[config.mk]
export PLATFORM = sky130hd
export DESIGN_NAME = speed_slew_planner_with_boost
export DESIGN_NICKNAME = d
export VERILOG_FILES = /design/src/hdl/sspb_pkg.sv /design/src/hdl/speed_slew_planner_with_boost.sv
export SDC_FILE = /design/constraint.sdc
export NUM_CORES = 1
export LEC_CHECK = 0
export CORE_MARGIN = 2
export CORE_UTILIZATION = 50
export DETAILED_ROUTE_END_ITERATION = 7
export DONT_BUFFER_PORTS = 1
export GPL_TIMING_DRIVEN = 0
export PLACE_DENSITY = 0.62
export SYNTH_ARGS = -nofsm -noshare
export SYNTH_HDL_FRONTEND = slang
export SYNTH_SLANG_ARGS = --single-unit
[constraint.sdc]
create_clock -name clk -period 13.5 [get_ports clk]
set_input_delay 0 -clock clk [delete_from_list [all_inputs] [get_ports clk]]
set_output_delay 0 -clock clk [all_outputs]
set_load 0.1 [all_outputs]
[src/hdl/sspb_pkg.sv]
// ----------------------------------------------------------------------------
// sspb_pkg: shared types, constants and microcode for the speed slew planner
// fixed-point formats, register indexes, control word and its program
// ----------------------------------------------------------------------------
package sspb_pkg;

	// fraction bits of the q formats
	localparam int Q_FRAC_BITS = 15;

	// fixed field widths
	localparam int SPEED_W = 16;
	localparam int PCT_W = 7;
	localparam int OBST_W = 14;
	localparam int PITCH_W = 12;
	localparam int LIMIT_W = 11;
	localparam int STEP_W = 15;
	localparam int CFG_DATA_W = 16;
	localparam int CFG_IDX_W = 3;

	localparam int IN_DATA_W = 96;
	localparam int IN_USER_W = 4;
	localparam int OUT_DATA_W = 24;
	localparam int OUT_USER_W = 2;

	localparam int PRESSURE_CAP = 90;
	localparam int FULL_TURN_TENTHS = 3600;

	// register reset values
	localparam logic [15:0] MIN_RATIO_RST = 16'd29491;
	localparam logic [14:0] ACCEL_RST = 15'd400;
	localparam logic [14:0] DECEL_RST = 15'd400;
	localparam logic [6:0] BASE_PRESS_RST = 7'd0;
	localparam logic [6:0] BOOST_RST = 7'd15;
	localparam logic [13:0] NEAR_RST = 14'd200;
	localparam logic [10:0] PITCH_LIM_RST = 11'd300;

	typedef enum logic [CFG_IDX_W-1:0] {
		REG_MIN_RATIO = 3'd0,
		REG_ACCEL_STEP = 3'd1,
		REG_DECEL_STEP = 3'd2,
		REG_BASE_PRESSURE = 3'd3,
		REG_BOOST_PCT = 3'd4,
		REG_NEAR_DISTANCE = 3'd5,
		REG_PITCH_LIMIT = 3'd6
	} reg_idx_t;

	// datapath operations, one per control word
	typedef enum logic [2:0] {
		OP_BRAKE,
		OP_MUL_BRAKE,
		OP_FACTOR,
		OP_MUL_SPEED,
		OP_FINISH
	} op_t;

	localparam int UC_ADDR_W = 3;
	localparam int UC_DEPTH = 1 << UC_ADDR_W;

	typedef logic [UC_ADDR_W-1:0] ustep_t;

	localparam ustep_t STEP_FINISH = 3'd4;

	typedef struct packed {
		op_t op;
		logic jmp_ovr;   // jump when the override flag is set
		ustep_t jmp_step;
	} ctrl_t;

	// brake, scale, factor, scale speed, finish; override skips the scaling
	localparam ctrl_t UCODE [UC_DEPTH] = '{
		'{op: OP_BRAKE, jmp_ovr: 1'b1, jmp_step: STEP_FINISH},
		'{op: OP_MUL_BRAKE, jmp_ovr: 1'b0, jmp_step: STEP_FINISH},
		'{op: OP_FACTOR, jmp_ovr: 1'b0, jmp_step: STEP_FINISH},
		'{op: OP_MUL_SPEED, jmp_ovr: 1'b0, jmp_step: STEP_FINISH},
		'{op: OP_FINISH, jmp_ovr: 1'b0, jmp_step: STEP_FINISH},
		'{op: OP_FINISH, jmp_ovr: 1'b0, jmp_step: STEP_FINISH},
		'{op: OP_FINISH, jmp_ovr: 1'b0, jmp_step: STEP_FINISH},
		'{op: OP_FINISH, jmp_ovr: 1'b0, jmp_step: STEP_FINISH}
	};

endpackage

[src/hdl/speed_slew_planner_with_boost.sv]
// ----------------------------------------------------------------------------
// speed_slew_planner_with_boost: per-tick speed ramp and suction boost
// brake-scaled target speed, slew-limited held speed, boost flag and percent
// ----------------------------------------------------------------------------
//
//  channel   dir  handshake                 payload
//  -------   ---  ------------------------  ---------------------------------
//  s_axis    in   s_axis_tvalid/tready      tick inputs (tdata, tuser)
//  m_axis    out  m_axis_tvalid/tready      planned speed and pressure command
//  cfg       in   cfg_wr_en                 cfg_index, cfg_data, no read-back
//
//  a transaction steps through the microcode: brake, scale, factor, scale speed,
//  finish (override jumps from brake to finish), on one shared 18x18 multiplier
//  s_axis_tready is high whenever the sequencer is idle
//  the finish step waits while the output register holds an untaken result
//  arst_n clears config to defaults, held speed and boost flag to zero
//
module speed_slew_planner_with_boost (
	input logic clk,
	input logic arst_n,
	// base_speed[15:0], lat_error[31:16], curvature[47:32],
	// override_speed[63:48], obstacle_mm[77:64], pitch_angle[89:78], zero[95:90]
	input logic [sspb_pkg::IN_DATA_W-1:0] s_axis_tdata,
	// override_active[0], safety_inhibit[1], drive_enabled[2], pitch_valid[3]
	input logic [sspb_pkg::IN_USER_W-1:0] s_axis_tuser,
	input logic s_axis_tvalid,
	output logic s_axis_tready,
	// planned_speed[15:0], pressure_percent[22:16], zero[23]
	output logic [sspb_pkg::OUT_DATA_W-1:0] m_axis_tdata,
	// pressure_write[0], boost_active[1]
	output logic [sspb_pkg::OUT_USER_W-1:0] m_axis_tuser,
	output logic m_axis_tvalid,
	input logic m_axis_tready,
	input logic cfg_wr_en,
	input logic [sspb_pkg::CFG_IDX_W-1:0] cfg_index,
	input logic [sspb_pkg::CFG_DATA_W-1:0] cfg_data
);
	import sspb_pkg::*;

	// width that holds one (2^q) and the magnitude of a 16 bit value
	localparam int AW = (Q_FRAC_BITS + 2 > 17) ? Q_FRAC_BITS + 2 : 17;
	localparam int MUL_W = AW + 1;
	localparam int PW = 2 * MUL_W;
	localparam int TGT_W = SPEED_W + 2;
	localparam logic [AW-1:0] ONE = AW'(1) << Q_FRAC_BITS;
	localparam logic [PW-1:0] HALF = PW'(1) << (Q_FRAC_BITS - 1);
	localparam logic [PITCH_W-1:0] FULL_TURN = PITCH_W'(FULL_TURN_TENTHS);
	localparam logic [PCT_W:0] CAP = (PCT_W + 1)'(PRESSURE_CAP);

	// configuration registers
	logic [15:0] min_ratio_q;
	logic [14:0] accel_step_q;
	logic [14:0] decel_step_q;
	logic [PCT_W-1:0] base_pressure_q;
	logic [PCT_W-1:0] boost_pct_q;
	logic [OBST_W-1:0] near_distance_q;
	logic [LIMIT_W-1:0] pitch_limit_q;

	always_ff @(posedge clk or negedge arst_n) begin
		if (!arst_n) begin
			min_ratio_q <= MIN_RATIO_RST;
			accel_step_q <= ACCEL_RST;
			decel_step_q <= DECEL_RST;
			base_pressure_q <= BASE_PRESS_RST;
			boost_pct_q <= BOOST_RST;
			near_distance_q <= NEAR_RST;
			pitch_limit_q <= PITCH_LIM_RST;
		end else if (cfg_wr_en) begin
			case (reg_idx_t'(cfg_index))
				REG_MIN_RATIO: min_ratio_q <= cfg_data;
				REG_ACCEL_STEP: accel_step_q <= cfg_data[STEP_W-1:0];
				REG_DECEL_STEP: decel_step_q <= cfg_data[STEP_W-1:0];
				REG_BASE_PRESSURE: base_pressure_q <= cfg_data[PCT_W-1:0];
				REG_BOOST_PCT: boost_pct_q <= cfg_data[PCT_W-1:0];
				REG_NEAR_DISTANCE: near_distance_q <= cfg_data[OBST_W-1:0];
				REG_PITCH_LIMIT: pitch_limit_q <= cfg_data[LIMIT_W-1:0];
				default: ; // indexes beyond the list are ignored
			endcase
		end
	end

	// captured transaction fields (payload, no reset)
	logic signed [SPEED_W-1:0] base_q, err_q, curv_q, ovr_speed_q;
	logic [OBST_W-1:0] obst_q;
	logic [PITCH_W-1:0] pitch_q;
	logic ovr_q, inhibit_q, enabled_q, pvalid_q;

	// sequencer control
	logic busy_q;
	ustep_t step_q;
	ustep_t step_nxt;
	ctrl_t cw;
	logic in_fire;
	logic out_free;
	logic finish;

	assign cw = UCODE[step_q];
	assign s_axis_tready = !busy_q;
	assign in_fire = s_axis_tvalid && s_axis_tready;
	assign out_free = !m_axis_tvalid || m_axis_tready;
	// the last step retires only into a free output slot
	assign finish = busy_q && (cw.op == OP_FINISH) && out_free;

	always_comb begin
		step_nxt = step_q;
		if (in_fire) begin
			step_nxt = '0;
		end else if (busy_q && cw.op != OP_FINISH) begin
			if (cw.jmp_ovr && ovr_q) begin
				step_nxt = cw.jmp_step;
			end else begin
				step_nxt = step_q + ustep_t'(1);
			end
		end
	end

	always_ff @(posedge clk or negedge arst_n) begin
		if (!arst_n) begin
			busy_q <= 1'b0;
			step_q <= '0;
		end else begin
			step_q <= step_nxt;
			if (in_fire) begin
				busy_q <= 1'b1;
			end else if (finish) begin
				busy_q <= 1'b0;
			end
		end
	end

	always_ff @(posedge clk) begin
		if (in_fire) begin
			base_q <= s_axis_tdata[15:0];
			err_q <= s_axis_tdata[31:16];
			curv_q <= s_axis_tdata[47:32];
			ovr_speed_q <= s_axis_tdata[63:48];
			obst_q <= s_axis_tdata[77:64];
			pitch_q <= s_axis_tdata[89:78];
			ovr_q <= s_axis_tuser[0];
			inhibit_q <= s_axis_tuser[1];
			enabled_q <= s_axis_tuser[2];
			pvalid_q <= s_axis_tuser[3];
		end
	end

	// brake: larger of the clamped magnitudes of error and curvature
	logic signed [AW-1:0] err_ext, curv_ext;
	logic [AW-1:0] err_abs, curv_abs, err_mag, curv_mag, ratio;
	logic [AW-1:0] brake_q, omr_q, factor_q;

	always_comb begin
		err_ext = AW'(err_q);
		curv_ext = AW'(curv_q);
		err_abs = err_ext[AW-1] ? AW'(-err_ext) : AW'(err_ext);
		curv_abs = curv_ext[AW-1] ? AW'(-curv_ext) : AW'(curv_ext);
		err_mag = (err_abs > ONE) ? ONE : err_abs;
		curv_mag = (curv_abs > ONE) ? ONE : curv_abs;
		// a ratio above one behaves as one
		ratio = (AW'(min_ratio_q) > ONE) ? ONE : AW'(min_ratio_q);
	end

	// shared multiplier, operands picked by the control word
	logic signed [MUL_W-1:0] mul_a, mul_b;
	logic signed [PW-1:0] prod_q;
	logic signed [PW-1:0] rnd;

	always_comb begin
		if (cw.op == OP_MUL_SPEED) begin
			mul_a = MUL_W'(base_q);
			mul_b = $signed({1'b0, factor_q});
		end else begin
			mul_a = $signed({1'b0, omr_q});
			mul_b = $signed({1'b0, brake_q});
		end
		// round to nearest, ties toward plus infinity
		rnd = (prod_q + $signed(HALF)) >>> Q_FRAC_BITS;
	end

	always_ff @(posedge clk) begin
		if (busy_q) begin
			case (cw.op)
				OP_BRAKE: begin
					brake_q <= (err_mag > curv_mag) ? err_mag : curv_mag;
					omr_q <= ONE - ratio;
				end
				OP_MUL_BRAKE, OP_MUL_SPEED: prod_q <= mul_a * mul_b;
				OP_FACTOR: factor_q <= ONE - rnd[AW-1:0];
				default: ;
			endcase
		end
	end

	// ramp of the held speed toward the target
	logic signed [SPEED_W-1:0] held_q;
	logic signed [TGT_W-1:0] target, held_ext, delta, lim, step_d, sum;
	logic signed [SPEED_W-1:0] held_nxt;

	always_comb begin
		target = rnd[TGT_W-1:0];
		held_ext = TGT_W'(held_q);
		delta = target - held_ext;
		lim = (delta > 0) ? $signed(TGT_W'(accel_step_q)) : $signed(TGT_W'(decel_step_q));
		if (delta > lim) begin
			step_d = lim;
		end else if (delta < -lim) begin
			step_d = -lim;
		end else begin
			step_d = delta;
		end
		sum = held_ext + step_d;
		if (ovr_q) begin
			held_nxt = ovr_speed_q;
		end else if (sum > $signed(TGT_W'(32767))) begin
			held_nxt = 16'sh7fff;
		end else if (sum < -$signed(TGT_W'(32768))) begin
			held_nxt = 16'sh8000;
		end else begin
			held_nxt = sum[SPEED_W-1:0];
		end
	end

	// boost condition and suction command
	logic boost_q;
	logic near, pitch_hit, act, boost_nxt, wr_nxt;
	logic [PCT_W:0] eff;
	logic [PCT_W-1:0] pct_nxt;

	always_comb begin
		near = obst_q < near_distance_q;
		pitch_hit = pvalid_q && (pitch_q > PITCH_W'(pitch_limit_q))
			&& (pitch_q < FULL_TURN - PITCH_W'(pitch_limit_q));
		act = near || pitch_hit;
		eff = (PCT_W + 1)'(base_pressure_q) + (PCT_W + 1)'(boost_pct_q);
		if (eff > CAP) begin
			eff = CAP;
		end
		boost_nxt = 1'b0;
		wr_nxt = 1'b0;
		pct_nxt = '0;
		if (!inhibit_q && enabled_q) begin
			boost_nxt = act;
			if (act) begin
				wr_nxt = 1'b1;
				pct_nxt = eff[PCT_W-1:0];
			end else if (boost_q) begin
				// boost just ended: restore the base level
				wr_nxt = 1'b1;
				pct_nxt = base_pressure_q;
			end
		end
	end

	// state and output register
	logic out_valid_q;
	logic [SPEED_W-1:0] out_speed_q;
	logic [PCT_W-1:0] out_pct_q;
	logic out_wr_q, out_boost_q;

	always_ff @(posedge clk or negedge arst_n) begin
		if (!arst_n) begin
			held_q <= '0;
			boost_q <= 1'b0;
			out_valid_q <= 1'b0;
		end else begin
			if (finish) begin
				held_q <= held_nxt;
				boost_q <= boost_nxt;
				out_valid_q <= 1'b1;
			end else if (m_axis_tready) begin
				out_valid_q <= 1'b0;
			end
		end
	end

	always_ff @(posedge clk) begin
		if (finish) begin
			out_speed_q <= held_nxt;
			out_pct_q <= pct_nxt;
			out_wr_q <= wr_nxt;
			out_boost_q <= boost_nxt;
		end
	end

	assign m_axis_tvalid = out_valid_q;
	assign m_axis_tdata = {1'b0, out_pct_q, out_speed_q};
	assign m_axis_tuser = {out_boost_q, out_wr_q};

endmodule

==> results of run 1 <==
==> flip-flops by register name, indices dropped and copies added (netlist names), 15 cells and up <==
signal,count
ovr_speed_q,16
base_q,16
out_speed_q,16
decel_step_q,15
prod_q,19
factor_q,17
brake_q,17
held_q,16
min_ratio_q,16
err_q,16
accel_step_q,15
curv_q,16
omr_q,17
==> cells in the mapped netlist (6+ instances only) <==
master	count	area, um2
a211oi_1	13	97.6
a21o_1	41	308
a21oi_1	103	515
a221oi_1	11	96.3
a31oi_1	6	37.5
and2_1	25	156
and3_1	23	144
clkbuf_1	69	259
dfrtp_1	81	2030
dfstp_2	26	683
edfxtp_1	189	5680
fa_1	292	5850
ha_1	214	2680
inv_1	432	1620
mux2_2	94	1060
mux2i_1	68	681
nand2_1	348	1310
nand2b_1	31	194
nand3_1	38	190
nand4_1	22	138
nor2_1	224	841
nor2b_1	36	225
nor3_1	39	195
nor3b_1	7	52.6
nor4_1	12	75.1
o211ai_1	9	67.6
o21a_1	24	180
o21ai_0	71	355
o21bai_1	7	52.6
o22ai_1	6	37.5
o31ai_1	15	113
or2_2	6	37.5
or3_1	17	106
or4_1	9	67.6
xnor2_1	87	762
xor2_1	61	534
==> per-stage QoR <==
step / cell area (um2) / cells / setup WS [ns] / util [%]
3_5_place_dp: 29600 / 3635 / 0.666 / 52.5
3_3_place_gp: 29400 / 3623 / 0.860 / 52.2
4_1_cts: 32000 / 3827 / 0.631 / 56.9
6_report: 32100 / 3833 / 1.03 / 57.0
2_1_floorplan: 28400 / 2867 / 3.49 / -
5_1_grt: 32100 / 3831 / 0.0985 / 57.0
==> worst min-delay path, cell delays in order <==
cell	delay, ns
nand2b_1	0.09
nor3_1	0.08
clkbuf_1	0.22
nand2_1	0.11
o21ai_0	0.08
==> logic make-up after synthesis <==
family	count (synthesis)	synth area share, %
AO/OA/AOI/OAI	370	8.77
XOR/XNOR	150	4.67
adder cells (fa/ha/maj)	506	30.0
buffers and inverters	516	6.96
flip-flops	296	29.5
multiplexers	165	6.24
other	2	0.0264
AND/OR/NAND/NOR	860	13.9
==> worst min-delay path by stage <==
stage	start	to	slack, ns
2_1_floorplan	arst_n	accel_step_q[0]$_DFFE_PN0P_	-0.30
3_3_place_gp	arst_n	near_distance_q[4]$_DFFE_PN0P_	-0.29
3_5_place_dp	arst_n	near_distance_q[4]$_DFFE_PN0P_	-0.29
4_1_cts	cfg_index[2]	min_ratio_q[8]$_DFFE_PN1P_	0.003
5_1_grt	s_axis_tuser[2]	enabled_q$_DFFE_PP_	0.02
6_report	cfg_index[2]	min_ratio_q[8]$_DFFE_PN1P_	0.02
==> cell type report <==
type	count	area [um2]
fill	4925	24200
sequential	296	8390
antenna	3	7.51
multi-input combinational	2055	18100
clock inverter	21	184
buffer	83	357
tap	756	946
timing repair buffer	139	1430
clock buffer	47	1030
inverter	433	1630
==> per-layer routing <==
metal	share of wire (%)	vias up	wire length, um	track usage, %
li1	-	9900	-	-
met1	42	10700	32200	34.2
met2	50	565	38300	46.0
met3	4.7	138	3600	3.57
met4	3.3	6	2510	8.21
met5	0.050	-	38	0
==> timing repair <==
action	in CTS	in global routing
resized for setup	0	5
hold endpoints to repair	300	3
endpoints found under the setup margin	0	31
hold buffers	124	3
==> impl_summary.txt, run 1 <==
----------------------------------------------------
[Status]
  Result of the run ... completed

[Synth]
  Cell area after synthesis ... 28400 um2
  Number of instances in the synthesized netlist ... 2865
  Total number of yosys warnings ... 0
  Part of the Yosys area used for sequential elements ... 29.5%
  Main flop type after synthesis ... edfxtp_1
  Number of register bits inferred by synthesis ... 296
  EDFF count, synth ... 189
  Distinct cells, synth ... 88
  Asr flop ratio synth ... 36.1%
  Avg Cell Area, Syn ... 9.92 um2

[Clock tree]
  Cts bufs inserted ... 37
  Clk_lat worst skew ... 0.58 ns
  TritonCTS clock tree ... yes
  Max Root-Sink Buffers ... 3
  Clock slew at the register clock pins of the worst setup and hold paths ... 0.06 ns
  Number of buffers inserted by post-CTS setup repair ... 0
  Number of sinks handled by clock tree synthesis ... 296
  H-Tree Level Count ... 2
  Root Buffer ... clkbuf_16

[Setup path]
  Source of the critical timing path ... prod_q[16]$_DFFE_PP_
  Setup slack on the worst flop-to-flop path ... 1.03 ns
  Worst endpoint data arrival time ... 12.79 ns
  Cell with the largest stage delay on the worst path ... o311ai_1
  Max stage delay on crit path ... 0.59 ns
  Element type at the critical path end ... flip-flop
  Kind of launch point of the worst setup path ... flip-flop
  Number of cells on the critical path ... 44
  Critical path buffers and inverters ... 5
  Largest delay share family, worst path ... compound AO/OA/AOI/OAI gates
  Highest net fanout along the worst path ... 10
  Required time worst endpoint ... 13.82 ns
  Worst Reg2Reg Path Length in Cells ... 44
  Capture point of the worst path ... out_speed_q[13]$_DFFE_PP_
  Most frequent cell on the critical path ... ha_1
  Critical path type ... reg2reg
  Worst reg2reg path endpoint ... out_speed_q[13]$_DFFE_PP_
  Worst R2R Start ... prod_q[16]$_DFFE_PP_

[Global routing]
  Vias in the first global route ... 22100
  Aggregate global routing overflow ... 0
  Total routing usage reported by global routing ... 26.4%
  Global-route wire length before repair ... 122 mm
  Pin count of the biggest net entering global routing ... 108
  Antenna violations before repair ... 5

[Layout]
  Nets@finish ... 3675
  Most common cell after layout, fill and taps aside ... inv_1
  Top library cells by usage in the layout, fill and taps aside ... inv_1, nand2_1, fa_1
  Synth-to-Final Area Change ... 12.8%
  Ratio of cells with drive above 1 in the final layout ... 7.81%

[Place]
  Final GP Congestion ... 0.957
  HPWL after detailed placement ... 61.9 mm
  Buffers added on ports ... 0

[Route]
  Antenna-violating nets left ... 0
  Final WL ... 76.7 mm
  DRC violation count after routing ... 0
  Routed wire per std cell ... 20.0 um
  DR iter-0 viols ... 1520
  Via/cell ratio ... 5.55
  First-pass iteration count of the detailed router ... 5
  Via total after detailed routing ... 21300

[Floorplan]
  Vert. Die Dim ... 242 um
  Overall die area ... 58800 um2
  Area inside the core boundary ... 56300 um2
  Top Ports ... 152
  Floorplan row count ... 87
  Initial core utilization ... 50.5%
  Horizontal extent of the die ... 242 um

[Timing]
  Worst clock skew ... 0.0333 ns
  Number of max-slew violations in the final report ... 0
  Final hold slack ... 0.0159 ns
  RSZ-0062 raised after global routing ... false
  Setup-violating endpoint count in the final report ... 0
  Maximum achievable frequency ... 0.0802 GHz
  TNS Setup ... 0 ns
  Fraction of the cycle the final worst path needs ... 92.3%
  Worst-case headroom to the max-slew limit ... 17.9%
  Minimum clock period ... 12.47 ns
  Hold Vio Cnt, Final ... 0
  Transition at the pin with the smallest max-transition slack ... 1.20 ns

[Job]
  Number of maximum-capacitance violations ... 0

[Hold path]
  Min-delay worst type ... in2reg
  Worst hold path depth ... 5

----------------------------------------------------
Power of run 1 is left out: the tool's default activity adds up to more than one toggle a clock period on the data nets, which glitch-free logic cannot reach.
==> run 2: changes to the inputs <==
==> constraint.sdc (replaced) <==
create_clock -name clk -period 16.2 [get_ports clk]
set_input_delay 0 -clock clk [delete_from_list [all_inputs] [get_ports clk]]
set_output_delay 0 -clock clk [all_outputs]
set_load 0.1 [all_outputs]
==> run 2 against run 1 <==
Compared with the run above: cell area barely moved; sequential share of layout area about the same; final cell count barely moved; worst hold slack hardly changed; sequential cell count unchanged; via count shrank 0.26%; die area is the same; setup slack gained 2.0 ns; register-to-register slack improved by 2.0 ns; critical path depth is 1 higher; critical endpoint unchanged.
==> impl_summary.txt, run 2 (synthesized netlist as in run 1, its figures left out) <==
----------------------------------------------------
[Status]
  Result of the run ... completed

[Clock tree]
  Max Root-Sink Buffers ... 3 (unchanged)
  Clk_lat worst skew ... 0.58 ns (about the same)
  Hold-fix buffers, CTS ... 124 (unchanged)
  Post_cts resized ... 0 (unchanged)
  Cts bufs inserted ... 37 (unchanged)
  H-Tree Level Count ... 2 (unchanged)
  Root Buffer ... clkbuf_16
  Number of buffers inserted by post-CTS setup repair ... 0 (unchanged)
  Number of sinks handled by clock tree synthesis ... 296 (unchanged)
  TritonCTS clock tree ... yes
  Clock slew at the register clock pins of the worst setup and hold paths ... 0.06 ns (about the same)

[Setup path]
  Kind of launch point of the worst setup path ... flip-flop
  Cell with the largest stage delay on the worst path ... o311ai_0
  Element type at the critical path end ... flip-flop
  Critical path buffers and inverters ... 6 (+1)
  Highest net fanout along the worst path ... 10 (unchanged)
  Critical path type ... reg2reg
  Worst endpoint data arrival time ... 13.45 ns (+0.66 ns)
  Max stage delay on crit path ... 0.81 ns (+0.22 ns)
  Largest delay share family, worst path ... compound AO/OA/AOI/OAI gates
  Most frequent cell on the critical path ... ha_1
  Required time worst endpoint ... 16.52 ns (+2.70 ns)

[Global routing]
  Pin count of the biggest net entering global routing ... 108 (unchanged)
  Total routing usage reported by global routing ... 26.4% (unchanged)
  Global-route wire length before repair ... 122 mm (unchanged)
  Global routing's busiest layer ... met2
  Antenna violations before repair ... 5 (unchanged)
  Met3 layer usage reported by global route ... 3.57% (unchanged)
  GR met2 Demand/Resource ... 46.0% (unchanged)
  Met1 Resource Use GR ... 34.2% (unchanged)
  Vias in the first global route ... 22100 (unchanged)
  Aggregate global routing overflow ... 0 (unchanged)

[Layout]
  Most common cell after layout, fill and taps aside ... inv_1
  Ratio of cells with drive above 1 in the final layout ... 7.71% (-0.098 points)
  Flip-flop count of the largest register, all copies and words added ... 19 (unchanged)
  Synth-to-Final Area Change ... 12.8% (about the same)
  Register area ... 8390 um2 (unchanged)
  Layout filler cell count ... 4928 (+0.061%)
  Reg with most FFs ... prod_q
  Top library cells by usage in the layout, fill and taps aside ... inv_1, nand2_1, fa_1
  Nets@finish ... 3675 (unchanged)
  Footprint of the multi-input gates ... 18100 um2 (about the same)
  Core utilization of the finished layout ... 57.0% (about the same)

[Route]
  Via total after detailed routing ... 21200 (-0.26%)
  Via/cell ratio ... 5.54 (-0.24%)
  DR iter-0 viols ... 1491 (-1.9%)
  First-pass iteration count of the detailed router ... 5 (unchanged)
  DRC violation count after routing ... 0 (unchanged)
  Antenna-violating nets left ... 0 (unchanged)
  Final WL ... 76.6 mm (-0.12%)
  Routed wire per std cell ... 20.0 um (about the same)

[Floorplan]
  Top Ports ... 152 (unchanged)
  Floorplan row count ... 87 (unchanged)
  Vert. Die Dim ... 242 um (unchanged)
  Initial core utilization ... 50.5% (unchanged)
  Horizontal extent of the die ... 242 um (unchanged)
  Area inside the core boundary ... 56300 um2 (unchanged)
  Overall die area ... 58800 um2 (unchanged)

[Timing]
  Worst-case headroom to the max-slew limit ... 16.8% (-1.2 points)
  Hold Vio Cnt, Final ... 0 (unchanged)
  Fraction of the cycle the final worst path needs ... 81.0% (-11 points)
  RSZ-0062 raised after global routing ... false
  Transition at the pin with the smallest max-transition slack ... 1.21 ns (+0.0169 ns)
  Setup-violating endpoint count in the final report ... 0 (unchanged)
  Maximum achievable frequency ... 0.0762 GHz (-5.0%)
  Worst clock skew ... 0.0333 ns (-0.0000425 ns)
  Final hold slack ... 0.0157 ns (-0.000224 ns)
  TNS Setup ... 0 ns (unchanged)
  Worst Slack Setup Final ... 3.07 ns (+2.04 ns)
  Number of max-slew violations in the final report ... 0 (unchanged)
  Minimum clock period ... 13.13 ns (+0.661 ns)

[Place]
  HPWL after detailed placement ... 61.9 mm (unchanged)
  Final GP Congestion ... 0.957 (unchanged)
  Buffers added on ports ... 0 (unchanged)
  Post-Place Worst Slack ... 3.37 ns (+2.70 ns)

[Hold path]
  Min-delay worst type ... in2reg

[Job]
  Number of maximum-capacitance violations ... 0 (unchanged)

----------------------------------------------------
run 2: through the flow:
stage | cells | instance area (um2)
after global placement | 3623 | 29400
after global routing | 3831 | 32100
final | 3832 | 32100
after CTS | 3827 | 32000
after detailed placement | 3635 | 29600
after floorplan | 2867 | 28400
run 2: layout make-up:
cell class                 instances  area share [%]
timing repair buffer             139            4.44
antenna                            2          0.0156
clock inverter                    21           0.574
inverter                         433            5.07
multi-input combinational       2055            56.5
buffer                            83            1.11
clock buffer                      47            3.23
tap                              756            2.95
sequential                       296            26.2
run 2: tightest hold or removal path, stage by stage:
cell,delay (ns)
nand2b_1,0.09
nor3_1,0.08
clkbuf_1,0.22
nand2_1,0.11
o21ai_0,0.08
run 2: worst paths after layout:
path / slack [ns] / cells past startpoint / endpoint / from
setup / recovery: 3.07 / 45 / out_speed_q[13]$_DFFE_PP_ / prod_q[15]$_DFFE_PP_
hold / removal: 0.02 / 5 / min_ratio_q[8]$_DFFE_PN1P_ / cfg_index[2]
setup reg to reg: 3.07 / 45 / out_speed_q[13]$_DFFE_PP_ / prod_q[15]$_DFFE_PP_
hold reg to reg: 0.50 / 1 / near_distance_q[10]$_DFFE_PN0P_ / near_distance_q[10]$_DFFE_PN0P_
max in group asynchronous: 15.72 / 2 / min_ratio_q[9]$_DFFE_PN1P_ / arst_n
min in group asynchronous: 0.06 / 2 / base_pressure_q[0]$_DFFE_PN0P_ / arst_n
run 2: metal layers:
layer,part of all wire (%),routed length [um]
met5,0.050,38
met4,3.2,2460
met3,4.6,3540
met2,50,38200
met1,42,32300
Power of run 2 is left out for the same reason.
